$ cat src/dmarhc_ram.sv
// ----------------------------------------------------------------------------
// dmarhc_ram
// Generic single write port, single read port RAM with registered read data.
// ----------------------------------------------------------------------------
module dmarhc_ram #(
  parameter  int WIDTH = 8,
  parameter  int DEPTH = 2,
  localparam int AW    = (DEPTH > 1) ? $clog2(DEPTH) : 1
) (
  input  logic             clk,
  input  logic             wr_en,
  input  logic [AW-1:0]    wr_addr,
  input  logic [WIDTH-1:0] wr_data,
  input  logic             rd_en,
  input  logic [AW-1:0]    rd_addr,
  output logic [WIDTH-1:0] rd_data
);

  logic [WIDTH-1:0] mem [DEPTH];

  always_ff @(posedge clk) begin
    if (wr_en) mem[wr_addr] <= wr_data;
    if (rd_en) rd_data <= mem[rd_addr];
  end

endmodule

$ cat config.mk
export PLATFORM = sky130hd
export DESIGN_NAME = dmarhc_ram
export DESIGN_NICKNAME = d
export VERILOG_FILES = /design/src/dmarhc_ram.sv
export SDC_FILE = /design/constraint.sdc
export NUM_CORES = 1
export LEC_CHECK = 0
export ABC_AREA = 1
export ABC_CLOCK_PERIOD_IN_PS = 1100
export CAP_MARGIN = 20
export CORE_MARGIN = 5
export CORE_UTILIZATION = 35
export DETAILED_ROUTE_END_ITERATION = 10
export DONT_BUFFER_PORTS = 1
export PLACE_DENSITY = 0.48
export SLEW_MARGIN = 40
export SYNTH_ARGS = -nofsm -noshare
export SYNTH_HDL_FRONTEND = slang
export SYNTH_SLANG_ARGS = --single-unit
$ cat constraint.sdc
create_clock -name clk -period 1.1 [get_ports clk]
set_input_delay 0.055 -clock clk [delete_from_list [all_inputs] [get_ports clk]]
set_output_delay 0.055 -clock clk [all_outputs]
set_load 0.01 [all_outputs]
# Yosys cells after proc, flatten, opt, wreduce, memory -nomap -nowiden

Memories as Yosys holds them, arrays and structs flattened. A register that Yosys moved wholly into a read port is not among the register bits.
Index checks and enable logic that the tools add are counted.

Register bits after elaboration: 0
Latch bits: 0
Memory bits (writable): 16
Memory bits (read-only): 0
Output and inout bits: 8
Logic and storage cells: 3
Memories kept: 1

Add/subtract/negate cells: 0
Multiply operators: 0
Divide/modulo/power cells: 0
Magnitude comparators: 0
Equality and inequality tests: 0
Shift operators: 0
Multiplexer cells: 2
Bitwise gates (word level): 0
Reductions and logical operators: 0

Memory list:

| name | words | width | read ports | clocked after Yosys merged registers in | write ports | line | source |
|---|---|---|---|---|---|---|---|
| mem  | 2     | 8     | 1          | 1                                       | 1           | 19   | `logic [WIDTH-1:0] mem [DEPTH];` |

Operator list:

| cell              | number |
|---|---|
| 1-bit two-way mux | 2 |

# Logic depth before layout (Yosys ltp)

Depth after elaboration: 2
Depth in mapped cells: 4

# Worst setup path after synthesis

OpenSTA, ideal clock, no wires.

Path kind: in2reg
Start point: input port wr_en
End point: memory mem[0][0], enable pin
Setup time: 0.371 ns
Data arrival time: 0.444 ns
Slack: 0.285 ns
Stages: 2
Buffers on the path: 0
Path through: inv_1 -> nor2_1

Cells in the longest elaborated chain, start to end: 2

Ends and longest elaborated chain:

| item                                    | line | source |
|---|---|---|
| from (decl)                             | 11   | `input logic wr_en,` |
| 1-bit two-way mux                       | 22   | `if (wr_en) mem[wr_addr] <= wr_data;` |
| 1-bit two-way mux (implied by the code) | 22   |  |
| to (decl)                               | 19   |  |

Every way passes these cells.

# Worst setup path in the final report

Start point: input port rd_en
End point: register rd_data[4], read port of mem, enable pin

RTL lines:

| item        | line | source |
|---|---|---|
| from (decl) | 14   | `input logic rd_en,` |
| to (decl)   | 16   | `output logic [WIDTH-1:0] rd_data` |

No word-level cell between the ends.

==> metrics <==
per-cell routed wire length=12.9 microns; DRC violations left=0; most frequent cells in the layout=25 x nand2_1, 24 x edfxtp_1, 10 x dlygate4sd3_1; initial DRC count=10; TritonCTS Sinks=24; post-CTS resize count=0; final count of negative-setup-slack endpoints=0; Non-Filler Instances=95; Leakage=0.382 nW; placed cell count=82; R2R cell count=2; Crit path depth=1; most common cell after layout, fill and taps aside=nand2_1; status=completed; Critical Path Source=rd_en; dominant cell type by area after synthesis=edfxtp_1; maximum VDD drop=595 uV; CP bufs+invs=1; Synth Instances=54; Final Skew=0.00103 ns; initial antenna violation count=0; Reg2Reg Setup Slack=0.35 ns; fin. max-slew vios=0; final core utilization=44.1%; Hold Fails Final Rpt=0; Clock transition at path regs=about 0.12 ns; Final period util=75.8%; pre-CTS setup slack=0.367 ns; Synth Net Count=67; # port buffers=0; synth top area cells=edfxtp_1 86%, nand2_1 11%, buf_6 1.3%; gr usage total=8.25%; max-capacitance violation count=0; antenna cells=0; GR Overflow Total=0; Vias/cell=4.45; root buf cell=clkbuf_4; largest net degree at the start of global routing=13; number of buffers created by CTS=3; CP top delay family=buffers and inverters; via count=roughly 420; setup repair bufs after CTS=0; Rel. slew slack=75.6%; Worst-Margin Slew=0.364 ns; CTS tree=built; setup ws final=0.266 ns; CP Class=in2reg; synth warn=0; synthesized area=841 sq um; Die Wd=59.0 microns; Total Wirelength=1230 microns; Hold Path Class=in2reg; unique cell type count in the Yosys netlist=6; setup tns final=0 ns; critical path endpoint category=flop; # rows=17; Worst EP arrival=a little over 0.8 ns; Crit path largest cell delay=0.75 ns; register area share after synthesis=85.7%; critical path peak fanout=8; Max H-tree Level=1; Crit-path slowest cell=dlygate4sd3_1; number of fill cells=221; Critical R2R Launch=mem[1][7]; # IOs=21; first-pass GRT wire length=around 2000 microns; Worst Setup EP=rd_data[4]; DRT antenna net count=0; cts hold-fix bufs=10; Area Growth Syn to Fin=18.3%; CP startpoint kind=primary input; Core Area=~2300 sq um; GPL Wtd Cong=0.630; vias in the first global route=439; share of layout cells above drive strength 1=7.46%; FF+latch count, synth=24; syn_area_per_cell=~16 sq um; count of TritonRoute iterations in the first routing pass=4; DIE AREA=3480 sq um; Clock Path Buffers=2; Critical R2R Capture=rd_data[7]; worst-skew pair later-pin latency=0.30 ns; top cell type's share of synthesized area=85.7%; unrepaired setup endpoints after global routing=false; P per Cell Area=1560 nW/um^2; initial core utilization=37.3%; Final min period=0.834 ns; worst path required time=1.08 ns; Max Clk Rate=1200 MHz; DIE HEIGHT=between 50 and 60 microns; crit-path cells=dlygate4sd3_1; Final #Nets=82
cell families (layout without fill, tap and decap cells):
group                  count (synthesis)  in the layout  share of synthesized area (%)
DFF                                   24             24                           85.7
buffers and inverters                  4             17                           2.68
and+or+nand+nor                       26             26                           11.6
state kept, by name (all words and copies together) (netlist names):
register  count
rd_data       8
mem          16
metal layers:
metal / wire (microns) / up-vias / track usage, % / share of wire (%)
met5: 0 / - / 0 / 0
met4: 12 / 0 / 5.83 / 0.98
met3: 68 / 2 / 2.83 / 5.5
met2: 627 / 16 / 12.8 / 51
met1: 518 / 194 / 9.47 / 42
li1: - / 211 / - / -
stage by stage:
stage / instance area (sq um) / hold slack, ns / total power [mW]
6_report: 995 / 0.0662 / 1.55
5_1_grt: 995 / 0.0607 / 1.64
4_1_cts: 995 / 0.0594 / 1.57
3_5_place_dp: 872 / 0.154 / 1.18
3_3_place_gp: 872 / 0.154 / 1.18
2_1_floorplan: 841 / 0.154 / 1.17
worst min path at each step:
stage               depth (start not counted)    endpoint  slack, ns        from
floorplan                                   0   mem[0][0]       0.15  wr_data[0]
global placement                            0   mem[1][1]       0.15  wr_data[1]
detailed placement                          0   mem[0][0]       0.15  wr_data[0]
CTS                                         3  rd_data[3]       0.06     rd_addr
global route                                3  rd_data[2]       0.06     rd_addr
finish                                      3  rd_data[2]       0.07     rd_addr
Yosys cell counts, drive strengths merged:
cell	n
buf	1
edfxtp	24
inv	3
nand2	25
nor2	1
worst reg2reg max path, stage by stage, from the launching register on:
cell	delay, ns
edfxtp_1	0.38
nand2_1	0.07
nand2_1	0.07
area by class of cell:
class	count	area, sq um	area share, %
clock buffers	3	22.5	2.26
inverters	3	11.3	1.13
multi-input cells	26	97.6	9.81
flip-flops and latches	24	721	72.5
well taps	28	35.0	3.52
repair buffers	11	108	10.8
report_power, final:
group	internal, mW	switching (mW)	total, mW
Sequential	1.08	0.0262	1.11
Combinational	0.0397	0.0493	0.0890
Clock	0.127	0.230	0.358
(Power assumes the default switching activity.)
